<file path="src/hw/rtl/tbq_pkg.sv">
package tbq_pkg;

    // Command codes carried in the kind field.
    localparam logic [3:0] KIND_TICK       = 4'd0;
    localparam logic [3:0] KIND_START      = 4'd1;
    localparam logic [3:0] KIND_RESTART    = 4'd2;
    localparam logic [3:0] KIND_PAUSE      = 4'd3;
    localparam logic [3:0] KIND_STOP       = 4'd4;
    localparam logic [3:0] KIND_SET_PERIOD = 4'd5;
    localparam logic [3:0] KIND_SET_VALUE  = 4'd6;
    localparam logic [3:0] KIND_FETCH      = 4'd7;
    localparam logic [3:0] KIND_NEXT       = 4'd8;

    // Response status codes.
    localparam logic [1:0] STAT_OK          = 2'd0;
    localparam logic [1:0] STAT_INVALID     = 2'd1;
    localparam logic [1:0] STAT_NOT_RUNNING = 2'd2;
    localparam logic [1:0] STAT_EMPTY       = 2'd3;

    localparam logic [31:0] TICKS_MAX = 32'hFFFF_FFFF;

    // Number of timers that the periodic mask can mark.
    localparam int MASK_BITS = 16;

    typedef struct packed {
        logic [3:0]  kind;
        logic [3:0]  timer_index;
        logic [31:0] tick_delta;
        logic [31:0] period_ticks_in;
        logic [31:0] payload_value;
    } cmd_t;

    typedef struct packed {
        logic [1:0]  status;
        logic [3:0]  fetched_timer;
        logic [31:0] fetched_value;
        logic [31:0] next_expiry;
        logic        wake;
    } rsp_t;

    // Result of the shared compare and subtract unit.
    typedef struct packed {
        logic        a_lt_b;
        logic [31:0] b_minus_a;
    } cmp_res_t;

    typedef enum logic [2:0] {
        FSM_IDLE,
        FSM_DECODE,
        FSM_TICK,
        FSM_MIN,
        FSM_FETCH,
        FSM_SCHED,
        FSM_REMOVE,
        FSM_RESP
    } fsm_t;

endpackage

</file>
<file path="src/hw/rtl/tbq_cmp_unit.sv">
module tbq_cmp_unit (
    input  logic [31:0]       op_a,
    input  logic [31:0]       op_b,
    output tbq_pkg::cmp_res_t res
);

    logic [32:0] diff;

    // One subtractor gives both the difference and the ordering.
    assign diff          = {1'b0, op_b} - {1'b0, op_a};
    assign res.b_minus_a = diff[31:0];
    assign res.a_lt_b    = !diff[32] && (diff[31:0] != 32'd0);

endmodule

</file>
<file path="src/hw/rtl/timer_bank_with_expiry_queue.sv">
// Bank of NUM_TIMERS countdown timers with a FIFO of expiries, driven by one
// command beat at a time through a small sequencer around a single shared
// compare and subtract unit. The block takes one command and returns exactly
// one response beat for it; cmd_stall stays high until that command's work is
// done. A tick with a non-zero count walks the linked timers one per cycle,
// and a next-expiry query with an empty queue walks them likewise. Other
// commands go through decode, schedule and response states, a successful fetch
// also through a fetch state, and each list that must be compacted (stop, start
// or restart of a queued timer, fetch) is walked entry by entry in one pass, at
// most two passes. The response sits in an output register, so a new
// command can be accepted while the previous response still waits.
module timer_bank_with_expiry_queue #(
    parameter int NUM_TIMERS = 16
) (
    input  logic            clk,
    input  logic            rst_n,
    input  logic            cfg_we,
    input  logic [15:0]     cfg_wdata,
    input  logic            cmd_valid,
    output logic            cmd_stall,
    input  tbq_pkg::cmd_t   cmd,
    output logic            rsp_valid,
    input  logic            rsp_stall,
    output tbq_pkg::rsp_t   rsp
);

    localparam int IW = (NUM_TIMERS > 1) ? $clog2(NUM_TIMERS) : 1;
    localparam int CW = $clog2(NUM_TIMERS + 1);

    tbq_pkg::fsm_t state_reg, state_next;
    tbq_pkg::cmd_t cmd_reg, cmd_next;
    tbq_pkg::rsp_t rsp_reg;
    logic          rsp_valid_reg;

    logic [15:0]   mask_reg;

    logic [31:0]   period_reg    [NUM_TIMERS];
    logic [31:0]   period_next   [NUM_TIMERS];
    logic [31:0]   remain_reg    [NUM_TIMERS];
    logic [31:0]   remain_next   [NUM_TIMERS];
    logic [31:0]   value_reg     [NUM_TIMERS];
    logic [31:0]   value_next    [NUM_TIMERS];
    logic [NUM_TIMERS-1:0] active_reg, active_next;
    logic [NUM_TIMERS-1:0] paused_reg, paused_next;
    logic [NUM_TIMERS-1:0] queued_reg, queued_next;
    logic [NUM_TIMERS-1:0] linked_reg, linked_next;

    logic [IW-1:0] link_mem  [NUM_TIMERS];
    logic [IW-1:0] fifo_mem  [NUM_TIMERS];
    logic          link_we, fifo_we;
    logic [IW-1:0] link_waddr, link_wdata, fifo_waddr, fifo_wdata;
    logic [CW-1:0] link_count_reg, link_count_next;
    logic [CW-1:0] exp_count_reg, exp_count_next;

    logic [CW-1:0] i_reg, i_next, j_reg, j_next;
    logic [IW-1:0] k_reg, k_next, rm_val_reg, rm_val_next;
    logic          rm_sel_reg, rm_sel_next;
    logic          rm_link_reg, rm_link_next, rm_fifo_reg, rm_fifo_next;
    logic [1:0]    status_reg, status_next;
    logic [3:0]    ftimer_reg, ftimer_next;
    logic [31:0]   fvalue_reg, fvalue_next;
    logic [31:0]   nexp_reg, nexp_next;
    logic          wake_reg, wake_next;

    logic          cmd_take, rsp_take, rsp_free;
    logic [IW-1:0] t_idx, lk, fk, addr, rm_entry;
    logic          idx_ok, bad_idx, walk_last, rm_last, rm_keep, k_periodic;
    logic [CW-1:0] rm_count;
    logic [31:0]   rd_period, rd_remain, rd_value;
    logic [31:0]   cmp_a, cmp_b;
    tbq_pkg::cmp_res_t cmp_res;

    // Handshakes.
    assign cmd_take  = cmd_valid && !cmd_stall;
    assign cmd_stall = (state_reg != tbq_pkg::FSM_IDLE);
    assign rsp_take  = rsp_valid_reg && !rsp_stall;
    assign rsp_free  = !rsp_valid_reg || !rsp_stall;
    assign rsp_valid = rsp_valid_reg;
    assign rsp       = rsp_reg;

    // Decoded command and list read ports.
    assign t_idx   = IW'(cmd_reg.timer_index);
    assign idx_ok  = (9'(cmd_reg.timer_index) < 9'(NUM_TIMERS));
    assign bad_idx = (cmd_reg.kind >= tbq_pkg::KIND_START)
                  && (cmd_reg.kind <= tbq_pkg::KIND_SET_VALUE) && !idx_ok;
    assign lk      = link_mem[i_reg[IW-1:0]];
    assign fk      = fifo_mem[i_reg[IW-1:0]];
    assign walk_last = ((i_reg + CW'(1)) >= link_count_reg);

    // Single timer read address: the command's timer, the fetched one, or
    // the timer under the walk pointer.
    always_comb
    begin
        case (state_reg)
            tbq_pkg::FSM_DECODE: addr = t_idx;
            tbq_pkg::FSM_FETCH:  addr = k_reg;
            default:             addr = lk;
        endcase
    end

    assign rd_period  = period_reg[addr];
    assign rd_remain  = remain_reg[addr];
    assign rd_value   = value_reg[addr];
    assign k_periodic = (9'(addr) < 9'(tbq_pkg::MASK_BITS)) && mask_reg[4'(addr)];

    // List compaction pass.
    assign rm_entry = rm_sel_reg ? fk : lk;
    assign rm_count = rm_sel_reg ? exp_count_reg : link_count_reg;
    assign rm_keep  = (rm_entry != rm_val_reg);
    assign rm_last  = ((i_reg + CW'(1)) >= rm_count);

    // Shared compare unit operands: tick compares elapsed with remaining,
    // the query compares remaining with the running minimum.
    assign cmp_a = (state_reg == tbq_pkg::FSM_TICK) ? cmd_reg.tick_delta : rd_remain;
    assign cmp_b = (state_reg == tbq_pkg::FSM_TICK) ? rd_remain : nexp_reg;

    tbq_cmp_unit u_cmp (
        .op_a (cmp_a),
        .op_b (cmp_b),
        .res  (cmp_res)
    );

    // Next state.
    always_comb
    begin
        state_next = state_reg;
        case (state_reg)
            tbq_pkg::FSM_IDLE:
            begin
                if (cmd_take)
                    state_next = tbq_pkg::FSM_DECODE;
            end
            tbq_pkg::FSM_DECODE:
            begin
                if (cmd_reg.kind == tbq_pkg::KIND_TICK && cmd_reg.tick_delta != 32'd0
                    && link_count_reg != '0)
                    state_next = tbq_pkg::FSM_TICK;
                else if (cmd_reg.kind == tbq_pkg::KIND_FETCH && exp_count_reg != '0)
                    state_next = tbq_pkg::FSM_FETCH;
                else if (cmd_reg.kind == tbq_pkg::KIND_NEXT && exp_count_reg == '0
                         && link_count_reg != '0)
                    state_next = tbq_pkg::FSM_MIN;
                else
                    state_next = tbq_pkg::FSM_SCHED;
            end
            tbq_pkg::FSM_TICK, tbq_pkg::FSM_MIN:
            begin
                if (walk_last)
                    state_next = tbq_pkg::FSM_RESP;
            end
            tbq_pkg::FSM_FETCH:
                state_next = tbq_pkg::FSM_SCHED;
            tbq_pkg::FSM_SCHED:
            begin
                if (rm_link_reg && link_count_reg != '0)
                    state_next = tbq_pkg::FSM_REMOVE;
                else if (!rm_link_reg && rm_fifo_reg && exp_count_reg != '0)
                    state_next = tbq_pkg::FSM_REMOVE;
                else if (!rm_link_reg && !rm_fifo_reg)
                    state_next = tbq_pkg::FSM_RESP;
            end
            tbq_pkg::FSM_REMOVE:
            begin
                if (rm_last)
                    state_next = tbq_pkg::FSM_SCHED;
            end
            tbq_pkg::FSM_RESP:
            begin
                if (rsp_free)
                    state_next = tbq_pkg::FSM_IDLE;
            end
            default:
                state_next = tbq_pkg::FSM_IDLE;
        endcase
    end

    // Datapath updates for each step of the sequencer.
    always_comb
    begin
        cmd_next        = cmd_reg;
        period_next     = period_reg;
        remain_next     = remain_reg;
        value_next      = value_reg;
        active_next     = active_reg;
        paused_next     = paused_reg;
        queued_next     = queued_reg;
        linked_next     = linked_reg;
        link_count_next = link_count_reg;
        exp_count_next  = exp_count_reg;
        i_next          = i_reg;
        j_next          = j_reg;
        k_next          = k_reg;
        rm_val_next     = rm_val_reg;
        rm_sel_next     = rm_sel_reg;
        rm_link_next    = rm_link_reg;
        rm_fifo_next    = rm_fifo_reg;
        status_next     = status_reg;
        ftimer_next     = ftimer_reg;
        fvalue_next     = fvalue_reg;
        nexp_next       = nexp_reg;
        wake_next       = wake_reg;
        link_we         = 1'b0;
        link_waddr      = link_count_reg[IW-1:0];
        link_wdata      = t_idx;
        fifo_we         = 1'b0;
        fifo_waddr      = exp_count_reg[IW-1:0];
        fifo_wdata      = lk;

        case (state_reg)
            tbq_pkg::FSM_IDLE:
            begin
                if (cmd_take)
                begin
                    cmd_next     = cmd;
                    status_next  = tbq_pkg::STAT_OK;
                    ftimer_next  = 4'd0;
                    fvalue_next  = 32'd0;
                    nexp_next    = 32'd0;
                    wake_next    = 1'b0;
                    i_next       = '0;
                    j_next       = '0;
                    rm_link_next = 1'b0;
                    rm_fifo_next = 1'b0;
                end
            end

            tbq_pkg::FSM_DECODE:
            begin
                if (bad_idx)
                    status_next = tbq_pkg::STAT_INVALID;
                else
                begin
                    case (cmd_reg.kind)
                        tbq_pkg::KIND_TICK:
                            nexp_next = 32'd0;
                        tbq_pkg::KIND_START, tbq_pkg::KIND_RESTART:
                        begin
                            if (rd_period == 32'd0)
                                status_next = tbq_pkg::STAT_INVALID;
                            else
                            begin
                                if (!linked_reg[t_idx] && link_count_reg < CW'(NUM_TIMERS))
                                begin
                                    linked_next[t_idx] = 1'b1;
                                    link_we            = 1'b1;
                                    link_count_next    = link_count_reg + CW'(1);
                                end
                                value_next[t_idx] = cmd_reg.payload_value;
                                if (cmd_reg.kind == tbq_pkg::KIND_RESTART || !paused_reg[t_idx])
                                begin
                                    remain_next[t_idx] = rd_period;
                                    if (queued_reg[t_idx])
                                    begin
                                        queued_next[t_idx] = 1'b0;
                                        rm_fifo_next       = 1'b1;
                                        rm_val_next        = t_idx;
                                    end
                                end
                                paused_next[t_idx] = 1'b0;
                                active_next[t_idx] = 1'b1;
                            end
                        end
                        tbq_pkg::KIND_PAUSE:
                        begin
                            if (active_reg[t_idx])
                            begin
                                active_next[t_idx] = 1'b0;
                                paused_next[t_idx] = 1'b1;
                            end
                            else if (!paused_reg[t_idx])
                                status_next = tbq_pkg::STAT_NOT_RUNNING;
                        end
                        tbq_pkg::KIND_STOP:
                        begin
                            active_next[t_idx] = 1'b0;
                            paused_next[t_idx] = 1'b0;
                            rm_val_next        = t_idx;
                            if (linked_reg[t_idx])
                            begin
                                linked_next[t_idx] = 1'b0;
                                rm_link_next       = 1'b1;
                            end
                            if (queued_reg[t_idx])
                            begin
                                queued_next[t_idx] = 1'b0;
                                rm_fifo_next       = 1'b1;
                            end
                        end
                        tbq_pkg::KIND_SET_PERIOD:
                        begin
                            if (cmd_reg.period_ticks_in == 32'd0
                                || cmd_reg.period_ticks_in == tbq_pkg::TICKS_MAX)
                                status_next = tbq_pkg::STAT_INVALID;
                            else
                                period_next[t_idx] = cmd_reg.period_ticks_in;
                        end
                        tbq_pkg::KIND_SET_VALUE:
                            value_next[t_idx] = cmd_reg.payload_value;
                        tbq_pkg::KIND_FETCH:
                        begin
                            if (exp_count_reg == '0)
                                status_next = tbq_pkg::STAT_EMPTY;
                            else
                            begin
                                // The head of the queue appears only once, so
                                // removing it by value pops the head.
                                k_next          = fk;
                                queued_next[fk] = 1'b0;
                                rm_val_next     = fk;
                                rm_fifo_next    = 1'b1;
                            end
                        end
                        tbq_pkg::KIND_NEXT:
                            nexp_next = (exp_count_reg != '0) ? 32'd0 : tbq_pkg::TICKS_MAX;
                        default:
                            status_next = tbq_pkg::STAT_INVALID;
                    endcase
                end
            end

            tbq_pkg::FSM_TICK:
            begin
                // One linked timer per cycle: count down or expire.
                if (active_reg[lk])
                begin
                    if (cmp_res.a_lt_b)
                        remain_next[lk] = cmp_res.b_minus_a;
                    else
                    begin
                        if (k_periodic)
                            remain_next[lk] = rd_period;
                        else
                            active_next[lk] = 1'b0;
                        if (!queued_reg[lk] && exp_count_reg < CW'(NUM_TIMERS))
                        begin
                            queued_next[lk] = 1'b1;
                            fifo_we         = 1'b1;
                            exp_count_next  = exp_count_reg + CW'(1);
                            wake_next       = 1'b1;
                        end
                    end
                end
                i_next = i_reg + CW'(1);
            end

            tbq_pkg::FSM_MIN:
            begin
                if (active_reg[lk] && cmp_res.a_lt_b)
                    nexp_next = rd_remain;
                i_next = i_reg + CW'(1);
            end

            tbq_pkg::FSM_FETCH:
            begin
                ftimer_next = 4'(k_reg);
                fvalue_next = rd_value;
                if (!active_reg[k_reg] && !paused_reg[k_reg] && linked_reg[k_reg])
                begin
                    linked_next[k_reg] = 1'b0;
                    rm_link_next       = 1'b1;
                end
            end

            tbq_pkg::FSM_SCHED:
            begin
                // Start the next pending compaction, link order first.
                i_next = '0;
                j_next = '0;
                if (rm_link_reg)
                begin
                    rm_sel_next  = 1'b0;
                    rm_link_next = 1'b0;
                end
                else if (rm_fifo_reg)
                begin
                    rm_sel_next  = 1'b1;
                    rm_fifo_next = 1'b0;
                end
            end

            tbq_pkg::FSM_REMOVE:
            begin
                if (rm_keep)
                begin
                    j_next = j_reg + CW'(1);
                    if (rm_sel_reg)
                    begin
                        fifo_we    = 1'b1;
                        fifo_waddr = j_reg[IW-1:0];
                        fifo_wdata = rm_entry;
                    end
                    else
                    begin
                        link_we    = 1'b1;
                        link_waddr = j_reg[IW-1:0];
                        link_wdata = rm_entry;
                    end
                end
                i_next = i_reg + CW'(1);
                if (rm_last)
                begin
                    if (rm_sel_reg)
                        exp_count_next = j_next;
                    else
                        link_count_next = j_next;
                end
            end

            default:
            begin
            end
        endcase
    end

    // Control and timer state.
    always_ff @(posedge clk or negedge rst_n)
    begin
        if (!rst_n)
        begin
            state_reg      <= tbq_pkg::FSM_IDLE;
            mask_reg       <= '0;
            period_reg     <= '{default: '0};
            remain_reg     <= '{default: '0};
            value_reg      <= '{default: '0};
            active_reg     <= '0;
            paused_reg     <= '0;
            queued_reg     <= '0;
            linked_reg     <= '0;
            link_count_reg <= '0;
            exp_count_reg  <= '0;
            rm_link_reg    <= 1'b0;
            rm_fifo_reg    <= 1'b0;
            rsp_valid_reg  <= 1'b0;
        end
        else
        begin
            state_reg      <= state_next;
            if (cfg_we)
                mask_reg <= cfg_wdata;
            period_reg     <= period_next;
            remain_reg     <= remain_next;
            value_reg      <= value_next;
            active_reg     <= active_next;
            paused_reg     <= paused_next;
            queued_reg     <= queued_next;
            linked_reg     <= linked_next;
            link_count_reg <= link_count_next;
            exp_count_reg  <= exp_count_next;
            rm_link_reg    <= rm_link_next;
            rm_fifo_reg    <= rm_fifo_next;
            if (state_reg == tbq_pkg::FSM_RESP && rsp_free)
                rsp_valid_reg <= 1'b1;
            else if (rsp_take)
                rsp_valid_reg <= 1'b0;
        end
    end

    // Working registers of the sequencer and the response beat.
    always_ff @(posedge clk)
    begin
        cmd_reg    <= cmd_next;
        i_reg      <= i_next;
        j_reg      <= j_next;
        k_reg      <= k_next;
        rm_val_reg <= rm_val_next;
        rm_sel_reg <= rm_sel_next;
        status_reg <= status_next;
        ftimer_reg <= ftimer_next;
        fvalue_reg <= fvalue_next;
        nexp_reg   <= nexp_next;
        wake_reg   <= wake_next;
        if (state_reg == tbq_pkg::FSM_RESP && rsp_free)
        begin
            rsp_reg.status        <= status_reg;
            rsp_reg.fetched_timer <= ftimer_reg;
            rsp_reg.fetched_value <= fvalue_reg;
            rsp_reg.next_expiry   <= nexp_reg;
            rsp_reg.wake          <= wake_reg;
        end
    end

    // Link order and expiry queue storage.
    always_ff @(posedge clk)
    begin
        if (link_we)
            link_mem[link_waddr] <= link_wdata;
        if (fifo_we)
            fifo_mem[fifo_waddr] <= fifo_wdata;
    end

`ifndef ASSERT_OFF
    // The lists never hold more entries than there are timers.
    a_counts_bounded: assert property (@(posedge clk) disable iff (!rst_n)
        (link_count_reg <= CW'(NUM_TIMERS)) && (exp_count_reg <= CW'(NUM_TIMERS)))
        else $error("list count beyond timer count");

    // Between commands the queued flags match the queue length.
    a_queue_matches_flags: assert property (@(posedge clk) disable iff (!rst_n)
        (state_reg == tbq_pkg::FSM_IDLE) |-> ($countones(queued_reg) == exp_count_reg))
        else $error("queued flags disagree with expiry queue length");

    // Between commands the linked flags match the link order length.
    a_links_match_flags: assert property (@(posedge clk) disable iff (!rst_n)
        (state_reg == tbq_pkg::FSM_IDLE) |-> ($countones(linked_reg) == link_count_reg))
        else $error("linked flags disagree with link order length");

    // A timer is never running and paused at once.
    a_active_not_paused: assert property (@(posedge clk) disable iff (!rst_n)
        (active_reg & paused_reg) == '0)
        else $error("timer both active and paused");
`endif

endmodule

</file>
<file path="config.mk">
export PLATFORM = sky130hd
export DESIGN_NAME = timer_bank_with_expiry_queue
export DESIGN_NICKNAME = d
export VERILOG_FILES = /design/src/hw/rtl/tbq_pkg.sv /design/src/hw/rtl/tbq_cmp_unit.sv /design/src/hw/rtl/timer_bank_with_expiry_queue.sv
export SDC_FILE = /design/constraint.sdc
export NUM_CORES = 2
export LEC_CHECK = 0
export BUFFER_PORTS_ARGS = -buffer_cell sky130_fd_sc_hd__buf_4
export CORE_UTILIZATION = 30
export CTS_CLUSTER_DIAMETER = 50
export DETAILED_ROUTE_END_ITERATION = 10
export PLACE_DENSITY = 0.46
export SYNTH_ARGS = -nofsm -noshare
export SYNTH_HDL_FRONTEND = slang
export SYNTH_SLANG_ARGS = --single-unit
</file>
<file path="constraint.sdc">
create_clock -name clk -period 10.8 [get_ports clk]
set_clock_uncertainty 0.15 [all_clocks]
set_input_delay 2.16 -clock clk [delete_from_list [all_inputs] [get_ports clk]]
set_output_delay 2.16 -clock clk [all_outputs]
set_load 0.05 [all_outputs]
</file>
==> summary.txt <==
Die
  – Core Footprint: 337000 um^2
  – Die area: 340000 um^2
  – DIE WIDTH: 583 um
  – Num ports: 198
  – Die Height: 583 um
  – Initial Util: 30.1%
  – FP Rows: 213

Critical path
  – Max incr delay on CP: 740 ps
  – Crit start category: flop
  – Worst setup EP type: flop
  – Max stage delay cell, worst path: dfxtp_1
  – CP Data Required Time: 11460 ps
  – Critical path class: flop to flop
  – Worst-path fanout max: 68
  – Critical path arrival: 10880 ps

Drt
  – Vias/cell: 5.61
  – DRT Pass-1 Iters: 6
  – DRC: 0
  – DRT iter0 DRCs: 7644
  – Vias: 77500
  – Final ANT Viol Nets: 0
  – WL final: 379000 um
  – Routed len/inst: 27.4 um

Timing
  – Max_slew headroom: 10.9%
  – Final Hold Fails: 0
  – # setup viols final: 0
  – Max-slew violation count: 0
  – Min Tclk post-route: 10220 ps
  – TNS Setup: 0 ps
  – Hold_ws: 267 ps
  – Fmax: 0.0978 GHz
  – RSZ-0062 raised after global routing: no
  – Period Utilization, post-route: 94.6%
  – Worst-Margin Slew: 1330 ps

Global routing
  – Vias in the first global route: 78100
  – Global-route wire length before repair: 555000 um
  – Initial antenna violation count: 8
  – Largest net degree at the start of global routing: 173
  – GRT Overall Usage: 21.7%
  – GR Overflow Total: 0

Synth
  – Post-Synthesis Cell Area: 101000 um^2
  – #FFs+latches synth: 2029
  – Post-synth cell types: 109
  – Syn nets: 9267
  – Top_reg_cell synth: dfrtp_1
  – Post-Synthesis Cells: 9092
  – Number of flops mapped to enable cells by yosys: 393
  – Synth Warn #: 0
  – Mapped Avg Cell Area: 11.2 um^2
  – Seq/Total Area, Yosys: 52.0%
  – Fraction of registers with async set/reset: 80.4%

CTS
  – Clock Pin Slew Worst Setup and Hold Paths: 60 ps
  – TritonCTS clock tree: done
  – CTS Hold Buffers Added: 0
  – CTS Sinks: 2029
  – H-tree levels: 5
  – Post-cts sizing count: 0
  – CTS max path bufs: 4
  – Post-CTS setup buffers: 0
  – Clk_lat worst skew: 940 ps
  – Inserted Clock Buffers: 297
  – Root Driver: clkbuf_16

Place
  – PortBufs: 197
  – Placer Congestion: 0.896
  – Inst Count DP: 13300
  – DP HPWL: 228000 um

Outcome
  – Outcome: complete, no violations

Run
  – Maxcap violations: 0

Hold path
  – Worst hold path type: flop to flop

Layout
  – Post-route non-filler standard cell count: 13800
  – Layout Nets: 9229
  – Share of layout cells above drive strength 1: 25.8%
  – Synth-to-Final Area Change: 16.3%
==> synthesized netlist by cell type (65+ instances only) <==
| cell type | instances | area share, % |
|---|---|---|
| buf_4 | 65 | 0.48 |
| o21ai_0 | 376 | 1.9 |
| buf_1 | 104 | 0.38 |
| buf_2 | 95 | 0.47 |
| a22oi_1 | 428 | 3.2 |
| mux2_2 | 849 | 9.4 |
| clkbuf_1 | 561 | 2.1 |
| and3_1 | 115 | 0.71 |
| a311oi_1 | 168 | 1.5 |
| a21oi_1 | 138 | 0.68 |
| nor2_1 | 204 | 0.75 |
| nand3_1 | 509 | 2.5 |
| edfxtp_1 | 393 | 12 |
| o22ai_1 | 89 | 0.55 |
| dfrtp_1 | 1632 | 40 |
| nand2_1 | 1589 | 5.9 |
| a31oi_1 | 99 | 0.61 |
| mux2_4 | 301 | 4.5 |
| mux2i_1 | 184 | 1.8 |
| o2bb2ai_1 | 320 | 2.8 |
==> path summary, 6_finish.rpt <==
kind / start / end / slack, ps / cells after the start
max reg2reg: flop / remain_reg[469]$_DFFE_PN0P_ / 580 / 27
min in group asynchronous: rst_n / remain_reg[205]$_DFFE_PN0P_ / 1140 / 1
max: flop / remain_reg[469]$_DFFE_PN0P_ / 580 / 27
max in group asynchronous: rst_n / period_reg[270]$_DFFE_PN0P_ / 6850 / 3
min reg2reg: fvalue_reg[30]$_SDFFCE_PP0P_ / rsp[63]$_DFFE_PP_ / 270 / 0
min: fvalue_reg[30]$_SDFFCE_PP0P_ / rsp[63]$_DFFE_PP_ / 270 / 0
==> metrics by stage <==
step	utilization, %	setup slack (ps)	instance area [um^2]
floorplan	-	2040	101000
global placement	32.0	857	108000
detailed placement	32.0	853	108000
CTS	35.0	830	118000
global route	35.0	374	118000
finish	35.0	579	118000
==> critical path: cells and delay by family, from the launching register on <==
| kind | cells | cell delay (ps) |
|---|---|---|
| compound gates | 12 | 4040 |
| xor+xnor | 1 | 160 |
| fa+ha+maj | 1 | 220 |
| flops | 1 | 740 |
| simple gates | 10 | 3280 |
| buf+inv | 3 | 1370 |
==> cell type report <==
type                       count  area, um^2
antenna                        3        7.51
clock buffer                 366        8130
clock inverter               182        2030
fill                       33200      219000
inverter                      50         193
multi-input combinational   6143       44800
sequential                  2029       52700
tap                         4515        5650
timing repair buffer         533        4350
==> layer usage <==
layer	global-route usage (%)	vias to the layer above	wire, um
met5	0	-	14
met4	8.89	2	16600
met3	4.05	734	26200
met2	33.7	3065	171000
met1	29.6	40300	165000
li1	-	33400	-
==> layout by cell type (no fill, tap or decap), types with 25 or more instances in the layout <==
master / n
a211oi_1: 48
a21oi_1: 136
a221o_1: 29
a221oi_1: 29
a22oi_1: 428
a311oi_1: 168
a31oi_1: 98
a32o_1: 29
and3_1: 115
buf_12: 26
buf_4: 506
clkbuf_1: 35
clkbuf_16: 306
clkbuf_8: 25
clkinv_2: 26
clkinv_4: 26
clkinvlp_4: 37
dfrtp_1: 1632
edfxtp_1: 393
ha_1: 49
inv_1: 47
inv_6: 39
mux2_2: 849
mux2_4: 301
mux2i_1: 184
mux4_2: 49
nand2_1: 1570
nand3_1: 507
nand4_1: 25
nor2_1: 169
nor2_2: 26
nor2b_1: 33
nor3_1: 39
nor4_1: 29
o21ai_0: 376
o22ai_1: 89
o2bb2ai_1: 320
==> cells by family after synthesis <==
logic type      count (synthesis)  synth area share, %
fa+ha+maj                      50                0.624
simple gates                 2696                 11.8
flops                        2029                 52.0
xor+xnor                       40                0.345
mux                          1401                 17.0
buf+inv                       920                 4.21
compound gates               1956                 14.1
Power is not shown: default switching activity piles up to over one toggle a cycle in this logic, so the estimate is an artifact.
